`config.mk`:
```
export PLATFORM = sky130hd
export DESIGN_NAME = energy_meter_frame_decoder_top_flat
export DESIGN_NICKNAME = d
export VERILOG_FILES = /design/src/design/emfd_pkg.sv /design/src/design/emfd_in_if.sv /design/src/design/emfd_out_if.sv /design/src/design/emfd_collect.sv /design/src/design/emfd_arith.sv /design/src/design/energy_meter_frame_decoder_top.sv /design/src/flat_wrapper.sv
export SDC_FILE = /design/constraint.sdc
export NUM_CORES = 2
export LEC_CHECK = 0
export ABC_CLOCK_PERIOD_IN_PS = 11300
export BUFFER_PORTS_ARGS = -buffer_cell sky130_fd_sc_hd__buf_2
export CORE_MARGIN = 3
export CORE_UTILIZATION = 40
export CTS_CLUSTER_SIZE = 10
export DETAILED_ROUTE_END_ITERATION = 16
export SLEW_MARGIN = 25
export SYNTH_ARGS = -nofsm -noshare
export SYNTH_HDL_FRONTEND = slang
export SYNTH_HIERARCHICAL = 1
export SYNTH_SLANG_ARGS = --single-unit
```
`constraint.sdc`:
```
create_clock -name clk -period 11.3 [get_ports clk]
set_input_delay 0 -clock clk [delete_from_list [all_inputs] [get_ports clk]]
set_output_delay 0 -clock clk [all_outputs]
set_load 0.005 [all_outputs]
```
`src/design/emfd_pkg.sv`:
```
// shared constants and types of the energy meter frame decoder
// no dependencies
package emfd_pkg;

  localparam int FRAME_LEN = 24;
  localparam int CNT_W = 5;
  localparam int BYTE_W = 8;
  localparam int COEF_W = 16;
  localparam int REG_W = 24;
  localparam int PROD_V_W = REG_W + COEF_W;
  localparam int PCOEF_W = REG_W + 2 * COEF_W;
  localparam int NUM_W = 80;
  localparam int DIV_W = 58;
  localparam int OUT_W = 32;
  localparam int CFG_IDX_W = 1;
  localparam int FRAC_BITS_DEF = 16;

  localparam logic [BYTE_W-1:0] HEADER_BYTE = 8'h5A;
  localparam logic [BYTE_W-1:0] NO_CORRECTION = 8'hAA;
  localparam logic [BYTE_W-1:0] V_OVF_MASK = 8'hF8;
  localparam logic [BYTE_W-1:0] C_OVF_MASK = 8'hF4;
  localparam logic [BYTE_W-1:0] P_OVF_MASK = 8'hF2;
  localparam int UPDATE_BIT = 7;
  localparam logic [COEF_W-1:0] COEF_RESET = 16'd256;
  localparam logic [DIV_W-1:0] PULSE_DIV = 58'(64'd3600000000000 * 64'd65536);

  localparam logic [CFG_IDX_W-1:0] REG_VOLTAGE_COEF = 1'd0;
  localparam logic [CFG_IDX_W-1:0] REG_CURRENT_COEF = 1'd1;

  typedef enum logic [1:0] {
    STATUS_OK       = 2'd0,
    STATUS_BAD_HDR  = 2'd1,
    STATUS_BAD_SUM  = 2'd2,
    STATUS_NO_CORR  = 2'd3
  } status_t;

  typedef struct packed {
    status_t          status;
    logic [REG_W-1:0] vp;
    logic [REG_W-1:0] v;
    logic [REG_W-1:0] cp;
    logic [REG_W-1:0] c;
    logic [REG_W-1:0] pp;
    logic [REG_W-1:0] p;
    logic [REG_W-1:0] pf;
  } frame_t;

  typedef struct packed {
    status_t          status;
    logic [OUT_W-1:0] voltage;
    logic [OUT_W-1:0] current;
    logic [OUT_W-1:0] active_power;
    logic [OUT_W-1:0] energy;
  } result_t;

endpackage

```
`src/design/emfd_in_if.sv`:
```
// input channel: one frame byte per word
// depends on emfd_pkg
interface emfd_in_if;
  logic                         valid;
  logic                         ready;
  logic [emfd_pkg::BYTE_W-1:0]  byte_in;
  logic                         frame_start;
  modport source (output valid, byte_in, frame_start, input ready);
  modport sink (input valid, byte_in, frame_start, output ready);
endinterface

```
`src/design/emfd_out_if.sv`:
```
// output channel: one decoded frame per word
// depends on emfd_pkg
interface emfd_out_if;
  logic                        valid;
  logic                        ready;
  logic [1:0]                  status;
  logic [emfd_pkg::OUT_W-1:0]  voltage;
  logic [emfd_pkg::OUT_W-1:0]  current;
  logic [emfd_pkg::OUT_W-1:0]  active_power;
  logic [emfd_pkg::OUT_W-1:0]  energy;
  modport source (output valid, status, voltage, current, active_power, energy, input ready);
  modport sink (input valid, status, voltage, current, active_power, energy, output ready);
endinterface

```
`src/design/emfd_collect.sv`:
```
// byte collector: shift line of frame bytes, checksum, checks, pulse wrap counter
// depends on emfd_pkg
module emfd_collect (
  input  logic                        clk,
  input  logic                        rst,
  input  logic                        accept,
  input  logic [emfd_pkg::BYTE_W-1:0] byte_in,
  input  logic                        frame_start,
  output logic                        go,
  output emfd_pkg::frame_t            frame
);

  logic [emfd_pkg::FRAME_LEN-2:0][emfd_pkg::BYTE_W-1:0] sr;
  logic [emfd_pkg::CNT_W-1:0]  cnt;
  logic [emfd_pkg::BYTE_W-1:0] sum;
  logic [emfd_pkg::BYTE_W-1:0] wraps;
  logic                        last_bit;

  logic                        active;
  logic                        complete;
  logic                        add_byte;
  logic [emfd_pkg::CNT_W-1:0]  cnt_next;
  logic [emfd_pkg::BYTE_W-1:0] b0;
  logic [emfd_pkg::BYTE_W-1:0] wraps_next;
  logic                        upd;
  emfd_pkg::status_t           status;
  emfd_pkg::frame_t            frame_next;

  always_comb begin
    active = accept && (frame_start || cnt != emfd_pkg::CNT_W'(emfd_pkg::FRAME_LEN));
    cnt_next = frame_start ? emfd_pkg::CNT_W'(1) : cnt + 1'b1;
    add_byte = !frame_start && cnt >= emfd_pkg::CNT_W'(2) && cnt <= emfd_pkg::CNT_W'(22);
    complete = active && cnt_next == emfd_pkg::CNT_W'(emfd_pkg::FRAME_LEN);
    b0 = sr[22];
    if (sr[21] != emfd_pkg::HEADER_BYTE) begin
      status = emfd_pkg::STATUS_BAD_HDR;
    end else if (sum != byte_in) begin
      status = emfd_pkg::STATUS_BAD_SUM;
    end else if (b0 == emfd_pkg::NO_CORRECTION) begin
      status = emfd_pkg::STATUS_NO_CORR;
    end else begin
      status = emfd_pkg::STATUS_OK;
    end
    upd = sr[2][emfd_pkg::UPDATE_BIT];
    wraps_next = (upd != last_bit) ? wraps + 1'b1 : wraps;
    frame_next.status = status;
    frame_next.vp = sr[20:18];
    frame_next.v = ((b0 & emfd_pkg::V_OVF_MASK) == emfd_pkg::V_OVF_MASK) ? '0 : sr[17:15];
    frame_next.cp = sr[14:12];
    frame_next.c = ((b0 & emfd_pkg::C_OVF_MASK) == emfd_pkg::C_OVF_MASK) ? '0 : sr[11:9];
    frame_next.pp = sr[8:6];
    frame_next.p = ((b0 & emfd_pkg::P_OVF_MASK) == emfd_pkg::P_OVF_MASK) ? '0 : sr[5:3];
    frame_next.pf = {wraps_next, sr[1], sr[0]};
  end

  always_ff @(posedge clk) begin
    if (rst) begin
      cnt <= emfd_pkg::CNT_W'(emfd_pkg::FRAME_LEN);
      sum <= '0;
      wraps <= '0;
      last_bit <= 1'b0;
      go <= 1'b0;
    end else begin
      go <= complete;
      if (active) begin
        cnt <= cnt_next;
        if (frame_start) begin
          sum <= '0;
        end else if (add_byte) begin
          sum <= sum + byte_in;
        end
      end
      if (complete && status == emfd_pkg::STATUS_OK) begin
        wraps <= wraps_next;
        last_bit <= upd;
      end
    end
  end

  always_ff @(posedge clk) begin
    if (active) begin
      sr <= {sr[emfd_pkg::FRAME_LEN-3:0], byte_in};
    end
    if (complete) begin
      frame <= frame_next;
    end
  end

endmodule

```
`src/design/emfd_arith.sv`:
```
// arithmetic sequencer: coefficient products, serial multiplier, bit-serial divider
// depends on emfd_pkg
module emfd_arith #(
  parameter int FRAC_BITS = emfd_pkg::FRAC_BITS_DEF
) (
  input  logic                        clk,
  input  logic                        rst,
  input  logic                        go,
  input  emfd_pkg::frame_t            frame,
  input  logic [emfd_pkg::COEF_W-1:0] vc,
  input  logic [emfd_pkg::COEF_W-1:0] cc,
  output logic                        idle,
  output logic                        done,
  input  logic                        ack,
  output emfd_pkg::result_t           result
);

  localparam int CW = $clog2(emfd_pkg::NUM_W + FRAC_BITS + 1);
  localparam logic [CW-1:0] IT_V = CW'(emfd_pkg::PROD_V_W + FRAC_BITS);
  localparam logic [CW-1:0] IT_C = CW'(emfd_pkg::REG_W + FRAC_BITS);
  localparam logic [CW-1:0] IT_P = CW'(emfd_pkg::PCOEF_W + FRAC_BITS);
  localparam logic [CW-1:0] IT_E = CW'(emfd_pkg::NUM_W + FRAC_BITS);
  localparam int MC_W = $clog2(emfd_pkg::REG_W + 1);

  localparam logic [1:0] JOB_V = 2'd0;
  localparam logic [1:0] JOB_C = 2'd1;
  localparam logic [1:0] JOB_P = 2'd2;
  localparam logic [1:0] JOB_E = 2'd3;

  typedef enum logic [6:0] {
    ST_IDLE  = 7'b0000001,
    ST_PC1   = 7'b0000010,
    ST_PC2   = 7'b0000100,
    ST_SETUP = 7'b0001000,
    ST_EMUL  = 7'b0010000,
    ST_DIV   = 7'b0100000,
    ST_DONE  = 7'b1000000
  } state_t;

  state_t                           state;
  emfd_pkg::frame_t                 fr;
  logic [emfd_pkg::PROD_V_W-1:0]    m1;
  logic [emfd_pkg::PCOEF_W-1:0]     pcoef;
  logic [1:0]                       job;
  logic [emfd_pkg::NUM_W-1:0]       num;
  logic [emfd_pkg::DIV_W-1:0]       dvs;
  logic [emfd_pkg::DIV_W-1:0]       rem;
  logic [emfd_pkg::OUT_W-1:0]       q;
  logic                             sat;
  logic [CW-1:0]                    cnt;
  logic [emfd_pkg::REG_W-1:0]       mb;
  logic [MC_W-1:0]                  mcnt;

  logic [emfd_pkg::PROD_V_W-1:0]    vprod;
  logic [emfd_pkg::DIV_W:0]         remsh;
  logic [emfd_pkg::DIV_W:0]         diff;
  logic                             ge;
  logic [emfd_pkg::DIV_W-1:0]       rem_next;
  logic [emfd_pkg::OUT_W-1:0]       q_next;
  logic                             sat_next;
  logic [emfd_pkg::OUT_W-1:0]       qval;
  logic                             dv_zero;

  always_comb begin
    vprod = emfd_pkg::PROD_V_W'(fr.vp * vc);
    remsh = {rem, num[emfd_pkg::NUM_W-1]};
    diff = remsh - {1'b0, dvs};
    ge = remsh >= {1'b0, dvs};
    rem_next = ge ? diff[emfd_pkg::DIV_W-1:0] : remsh[emfd_pkg::DIV_W-1:0];
    q_next = {q[emfd_pkg::OUT_W-2:0], ge};
    sat_next = sat | q[emfd_pkg::OUT_W-1];
    qval = sat_next ? '1 : q_next;
    case (job)
      JOB_V:   dv_zero = fr.v == '0;
      JOB_C:   dv_zero = fr.c == '0;
      JOB_P:   dv_zero = fr.p == '0;
      default: dv_zero = 1'b0;
    endcase
  end

  assign idle = state == ST_IDLE;
  assign done = state == ST_DONE;

  always_ff @(posedge clk) begin
    if (rst) begin
      state <= ST_IDLE;
      job <= JOB_V;
    end else begin
      unique case (state)
        ST_IDLE: begin
          if (go) begin
            job <= JOB_V;
            state <= (frame.status == emfd_pkg::STATUS_OK) ? ST_PC1 : ST_DONE;
          end
        end
        ST_PC1: begin
          state <= ST_PC2;
        end
        ST_PC2: begin
          state <= ST_SETUP;
        end
        ST_SETUP: begin
          if (job == JOB_E) begin
            state <= ST_EMUL;
          end else if (dv_zero) begin
            job <= job + 1'b1;
          end else begin
            state <= ST_DIV;
          end
        end
        ST_EMUL: begin
          if (mcnt == MC_W'(1)) begin
            state <= ST_DIV;
          end
        end
        ST_DIV: begin
          if (cnt == CW'(1)) begin
            if (job == JOB_E) begin
              state <= ST_DONE;
            end else begin
              job <= job + 1'b1;
              state <= ST_SETUP;
            end
          end
        end
        ST_DONE: begin
          if (ack) begin
            state <= ST_IDLE;
          end
        end
        default: state <= ST_IDLE;
      endcase
    end
  end

  always_ff @(posedge clk) begin
    case (state)
      ST_IDLE: begin
        if (go) begin
          fr <= frame;
          result <= '{status: frame.status, voltage: '0, current: '0,
                      active_power: '0, energy: '0};
        end
      end
      ST_PC1: begin
        m1 <= emfd_pkg::PROD_V_W'(fr.pp * vc);
      end
      ST_PC2: begin
        pcoef <= emfd_pkg::PCOEF_W'(m1 * cc);
      end
      ST_SETUP: begin
        rem <= '0;
        q <= '0;
        sat <= 1'b0;
        case (job)
          JOB_V: begin
            num <= {vprod, (emfd_pkg::NUM_W - emfd_pkg::PROD_V_W)'(0)};
            dvs <= emfd_pkg::DIV_W'({fr.v, 8'd0});
            cnt <= IT_V;
          end
          JOB_C: begin
            num <= {fr.cp, (emfd_pkg::NUM_W - emfd_pkg::REG_W)'(0)};
            dvs <= emfd_pkg::DIV_W'(fr.c);
            cnt <= IT_C;
          end
          JOB_P: begin
            num <= {pcoef, (emfd_pkg::NUM_W - emfd_pkg::PCOEF_W)'(0)};
            dvs <= emfd_pkg::DIV_W'({fr.p, 16'd0});
            cnt <= IT_P;
          end
          default: begin
            num <= '0;
            mb <= fr.pf;
            mcnt <= MC_W'(emfd_pkg::REG_W);
            dvs <= emfd_pkg::PULSE_DIV;
            cnt <= IT_E;
          end
        endcase
      end
      ST_EMUL: begin
        num <= {num[emfd_pkg::NUM_W-2:0], 1'b0}
             + (mb[emfd_pkg::REG_W-1] ? emfd_pkg::NUM_W'(pcoef) : '0);
        mb <= {mb[emfd_pkg::REG_W-2:0], 1'b0};
        mcnt <= mcnt - 1'b1;
      end
      ST_DIV: begin
        num <= {num[emfd_pkg::NUM_W-2:0], 1'b0};
        rem <= rem_next;
        q <= q_next;
        sat <= sat_next;
        cnt <= cnt - 1'b1;
        if (cnt == CW'(1)) begin
          case (job)
            JOB_V:   result.voltage <= qval;
            JOB_C:   result.current <= qval;
            JOB_P:   result.active_power <= qval;
            default: result.energy <= qval;
          endcase
        end
      end
      default: begin
      end
    endcase
  end

endmodule

```
`src/design/energy_meter_frame_decoder_top.sv`:
```
// top level of the energy meter frame decoder: coefficient registers and output register
// depends on emfd_pkg, emfd_in_if, emfd_out_if, emfd_collect, emfd_arith
//
// channel   dir  word
// bytes     in   byte_in, frame_start
// results   out  status, voltage, current, active_power, energy
// cfg_*     in   write enable, register index, 16-bit data
//
// a byte is taken each cycle while the sequencer is idle and go is low; one result per
// 24-byte frame. a good frame passes two coefficient product steps, then a setup and a
// bit-serial division each for voltage, current and active power (skipped on a zero
// divisor), then a setup, the serial pulse multiplier and the energy division; a
// rejected frame goes straight to the done state. bytes stall while a frame is being
// worked and while a finished result waits behind a full output register
// synchronous reset, no clearing pass
module energy_meter_frame_decoder_top #(
  parameter int FRAC_BITS = emfd_pkg::FRAC_BITS_DEF
) (
  input  logic                           clk,
  input  logic                           rst,
  emfd_in_if.sink                        bytes,
  emfd_out_if.source                     results,
  input  logic                           cfg_we,
  input  logic [emfd_pkg::CFG_IDX_W-1:0] cfg_index,
  input  logic [emfd_pkg::COEF_W-1:0]    cfg_data
);

  logic [emfd_pkg::COEF_W-1:0] vc;
  logic [emfd_pkg::COEF_W-1:0] cc;
  logic                        go;
  emfd_pkg::frame_t            frame;
  logic                        idle;
  logic                        done;
  logic                        load;
  emfd_pkg::result_t           res;
  emfd_pkg::result_t           out_reg;
  logic                        out_valid;

  assign bytes.ready = idle && !go;
  assign load = done && (!out_valid || results.ready);

  emfd_collect u_collect (
    .clk         (clk),
    .rst         (rst),
    .accept      (bytes.valid && bytes.ready),
    .byte_in     (bytes.byte_in),
    .frame_start (bytes.frame_start),
    .go          (go),
    .frame       (frame)
  );

  emfd_arith #(
    .FRAC_BITS (FRAC_BITS)
  ) u_arith (
    .clk    (clk),
    .rst    (rst),
    .go     (go),
    .frame  (frame),
    .vc     (vc),
    .cc     (cc),
    .idle   (idle),
    .done   (done),
    .ack    (load),
    .result (res)
  );

  always_ff @(posedge clk) begin
    if (rst) begin
      vc <= emfd_pkg::COEF_RESET;
      cc <= emfd_pkg::COEF_RESET;
      out_valid <= 1'b0;
    end else begin
      if (cfg_we) begin
        unique case (cfg_index)
          emfd_pkg::REG_VOLTAGE_COEF: vc <= cfg_data;
          emfd_pkg::REG_CURRENT_COEF: cc <= cfg_data;
          default: begin
          end
        endcase
      end
      if (load) begin
        out_valid <= 1'b1;
      end else if (results.ready) begin
        out_valid <= 1'b0;
      end
    end
  end

  always_ff @(posedge clk) begin
    if (load) begin
      out_reg <= res;
    end
  end

  assign results.valid = out_valid;
  assign results.status = out_reg.status;
  assign results.voltage = out_reg.voltage;
  assign results.current = out_reg.current;
  assign results.active_power = out_reg.active_power;
  assign results.energy = out_reg.energy;

endmodule

```
`src/flat_wrapper.sv`:
```
// flat-port wrapper written by rule: the top's interface ports become plain ports
module energy_meter_frame_decoder_top_flat 
#(
  parameter int FRAC_BITS = emfd_pkg::FRAC_BITS_DEF
)
  (clk, rst, cfg_we, cfg_index, cfg_data, bytes_valid, bytes_byte_in, bytes_frame_start, bytes_ready, results_valid, results_status, results_voltage, results_current, results_active_power, results_energy, results_ready);
  emfd_in_if bytes_i ();
  emfd_out_if results_i ();
  input  logic clk;
  input  logic rst;
  input  logic cfg_we;
  input  logic [emfd_pkg::CFG_IDX_W-1:0] cfg_index;
  input  logic [emfd_pkg::COEF_W-1:0] cfg_data;
  input wire logic [$bits(bytes_i.valid)-1:0] bytes_valid;
  input wire logic [$bits(bytes_i.byte_in)-1:0] bytes_byte_in;
  input wire logic [$bits(bytes_i.frame_start)-1:0] bytes_frame_start;
  output wire logic [$bits(bytes_i.ready)-1:0] bytes_ready;
  output wire logic [$bits(results_i.valid)-1:0] results_valid;
  output wire logic [$bits(results_i.status)-1:0] results_status;
  output wire logic [$bits(results_i.voltage)-1:0] results_voltage;
  output wire logic [$bits(results_i.current)-1:0] results_current;
  output wire logic [$bits(results_i.active_power)-1:0] results_active_power;
  output wire logic [$bits(results_i.energy)-1:0] results_energy;
  input wire logic [$bits(results_i.ready)-1:0] results_ready;
  assign bytes_i.valid = bytes_valid;
  assign bytes_i.byte_in = bytes_byte_in;
  assign bytes_i.frame_start = bytes_frame_start;
  assign bytes_ready = bytes_i.ready;
  assign results_valid = results_i.valid;
  assign results_status = results_i.status;
  assign results_voltage = results_i.voltage;
  assign results_current = results_i.current;
  assign results_active_power = results_i.active_power;
  assign results_energy = results_i.energy;
  assign results_i.ready = results_ready;
  energy_meter_frame_decoder_top #(.FRAC_BITS(FRAC_BITS)) u_core (.clk(clk), .rst(rst), .bytes(bytes_i), .results(results_i), .cfg_we(cfg_we), .cfg_index(cfg_index), .cfg_data(cfg_data));
endmodule
```
==> flow_metrics.tcl <==
set metrics [dict create \
    syn2layout_area_growth_pct 9.209 \
    globalRouteTotalUtil 0.2124 \
    ctsHoldBuffers 45 \
    crit-reg2reg-launch "u_core/vc[7]" \
    dp_slack_ns 4.027 \
    numClockSinks 1191 \
    wl_um 253000 \
    coreArea_um2 231200 \
    synth_warnings 6 \
    postPlaceCellArea_um2 97280 \
    gp_congestion 0.9043 \
    detail-route-antenna-nets 0 \
    ys.flop_type "edfxtp_1" \
    drv_cap 0 \
    cts_made_buffers 145 \
    yosys.area_share.adder 0.3084 \
    seq_power_share 0.387 \
    std_cell_rows 176 \
    synth_top_area_frac 0.3614 \
    final.min_clock_period_ns 7.280 \
    cp-start-kind "flop" \
    synth-simple-area-share 0.1433 \
    worstSetupPathType "reg2reg" \
    critPathCaptureType "flop" \
    clk_latency_ns 0.82 \
    async_reset_ff_frac 0 \
    skew_ns 0.08239 \
    ctsResizeCount 0 \
    power_leakage_nw 41.04 \
    stdcell_area_um2 102200 \
    ys_top_cells_by_count "1340 x nand2_1, 1271 x inv_1, 1145 x fa_1" \
    port_buffers 162 \
    cts_tree "built" \
    die_h_um 489.7 \
    vias 63360 \
    avgSynthCellArea_um2 10.82 \
    min-delay-start "bytes_byte_in[7]" \
    slew_headroom 0.2056 \
    antenna_found_initial 5 \
    final.period_utilization 0.6442 \
    grt_pass1_wl_um 394000 \
    p_int_w 0.01026 \
    synth_edf_count 1126 \
    post_synth_num_cell_types 105 \
    synthCells 8647 \
    cts_setup_buffers 0 \
    cts_buffer_depth 3 \
    switching_share 0.3568 \
    dr.pass1.iters 6 \
    switchingPower_w 0.005693 \
    finalSetupViolCount 0 \
    ios 163 \
    synth_compound_area_frac 0.07919 \
    grt_setup_unrepaired "no" \
    p_comb_frac 0.341 \
    crit_start "u_core/vc[7]" \
    drc 0 \
    drive_gt1_frac 0.05762 \
    tightest_slew_ns 1.192 \
    synth.area.top_cells "edfxtp_1 36%, fa_1 24%, ha_1 6.3%" \
    crit_arrival_ns 7.78 \
    synth-seq-area-share 0.3753 \
    viasPerCell 5.380 \
    fin_util 0.4419 \
    synth_top_family_by_area "adder cells" \
    ys_ff_latch 1191 \
    power_density_nw_per_um2 156.2 \
    hpwl_um 186000 \
    detail_route.wl_per_cell_um 21.49 \
    synth_area_um2 93570 \
    fill_cells 21516 \
    synth.mux.area_fraction 0.005041 \
    crit_fanout 30 \
    die_w_um 489.7 \
    total_power_w 0.01596 \
    fin_setup_tns_ns 0 \
    vdd_drop_max_uv 195.5 \
    htree_levels 4 \
    die-area_um2 239800 \
    grt_max_degree 159 \
    synthXorXnorAreaFrac 0.02086 \
    grt_pass1_vias 65847 \
    timing.fmax_mhz 137.4 \
    clk_pin_slew_ns 0.05 \
    num-nets-final 10320 \
    start_util 0.4047 \
    drv_slew 0 \
    worstPathRequired_ns 11.80 \
    clkPwrFrac 0.272 \
    drt-initial-drc-count 4975 \
    syn-num-nets 10297 \
    hp-class "in2reg" \
    yosysTopAreaCell "edfxtp_1" \
    outcome "complete, no violations" \
    hold_violations 0 \
    synthMostInstantiatedCell "nand2_1" \
    root_buffer "clkbuf_16" \
    overflow 0 \
    fin_ws_ns 4.020 \
]
## worst max-delay path, stage by stage, from the launching register on
cell      delay [ns]
dfxtp_2         0.69
buf_4           0.50
nand2_1         0.14
fa_1            0.57
inv_1           0.05
fa_1            0.50
inv_1           0.05
fa_1            0.55
inv_1           0.05
fa_1            0.49
inv_1           0.05
fa_1            0.47
inv_1           0.05
fa_1            0.48
ha_1            0.36
nor3_1          0.22
nor2_1          0.07
o41ai_1         0.06
o21ai_1         0.28
a21oi_2         0.34
o22ai_1         0.24
a221oi_1        0.43
a21oi_1         0.15
xor2_1          0.16
## layout by cell type, fill, tap and decap left out, drive strengths merged, types with 210 or more instances in the layout
| master | count |
|---|---|
| fa | 1145 |
| edfxtp | 1126 |
| and2 | 640 |
| nor2 | 248 |
| nand2 | 1341 |
| a21oi | 323 |
| ha | 474 |
| o21ai | 210 |
| inv | 1277 |
| buf | 237 |
## per-layer routing
metal	vias to the layer above	track usage	wire, um
met1	32186	0.2968	111600
met5	-	0	0
met3	413	0.03745	17820
met4	0	0.08238	10100
li1	28413	-	-
met2	2348	0.3299	113500
## final cells by class
cell class                      instances  area, um^2  area share
Antenna cell                            3       7.507  0.00007347
Clock buffer                          192        3835     0.03753
Clock inverter                         32       579.3    0.005669
Inverter                             1271        4786     0.04684
Multi-Input combinational cell       5779       52190      0.5107
Sequential cell                      1191       35140      0.3439
Tap cell                             3026        3786     0.03705
Timing Repair Buffer                  282        1863     0.01823
## state kept, by name, indices dropped and copies added, names as in the netlist, 7 cells and up
name	flops
u_core/u_collect/frame	170
u_core/u_arith/fr	168
u_core/u_arith/result	130
u_core/u_collect/frame_next	88
u_core/u_collect/sr	88
u_core/u_arith/num	80
u_core/u_arith/rem	58
u_core/u_arith/pcoef	56
u_core/u_arith/dvs	41
u_core/u_arith/m1	40
u_core/results.active_power	32
u_core/results.current	32
u_core/results.energy	32
u_core/results.voltage	32
u_core/u_arith/q	32
u_core/u_arith/mb	24
u_core/cc	16
u_core/vc	16
u_core/u_collect/b0	8
u_core/u_collect/sum	8
u_core/u_collect/wraps	8
u_core/u_arith/cnt	7
u_core/u_arith/state	7
## power by group through the flow
| stage | Combinational [W] | Clock, W | Sequential, W |
|---|---|---|---|
| final | 0.00544 | 0.00434 | 0.00618 |
| after global routing | 0.00607 | 0.00463 | 0.00623 |
| after CTS | 0.00541 | 0.00447 | 0.00618 |
| after detailed placement | 0.00536 | 0 | 0.00626 |
| after global placement | 0.00530 | 0 | 0.00625 |
| after floorplan | 0.00362 | 0 | 0.00610 |
## path summary, 6_finish.rpt
kind | end | slack (ns) | cells past startpoint
setup / recovery | u_core/u_arith/m1[38] | 4.02 | 23
hold reg to reg | u_core/u_arith/fr[106] | 0.37 | 0
hold / removal | u_core/u_collect/frame_next[7] | 0.06 | 2
setup reg to reg | u_core/u_arith/m1[38] | 4.02 | 23
## per-stage QoR
stage	instances	hold WS [ns]
after floorplan	8647	0.09573
after global placement	11503	0.2370
after detailed placement	11503	0.2335
after CTS	11772	0.02279
after global routing	11774	0.05174
final	11776	0.06173
## logic make-up after synthesis
kind of cell | after synthesis
multiplexers | 47
flip-flops | 1191
XOR/XNOR | 222
AO/OA/AOI/OAI | 1121
buffers and inverters | 1677
adder cells (fa/ha/maj) | 1619
AND/OR/NAND/NOR | 2770
(Power assumes the default switching activity.)
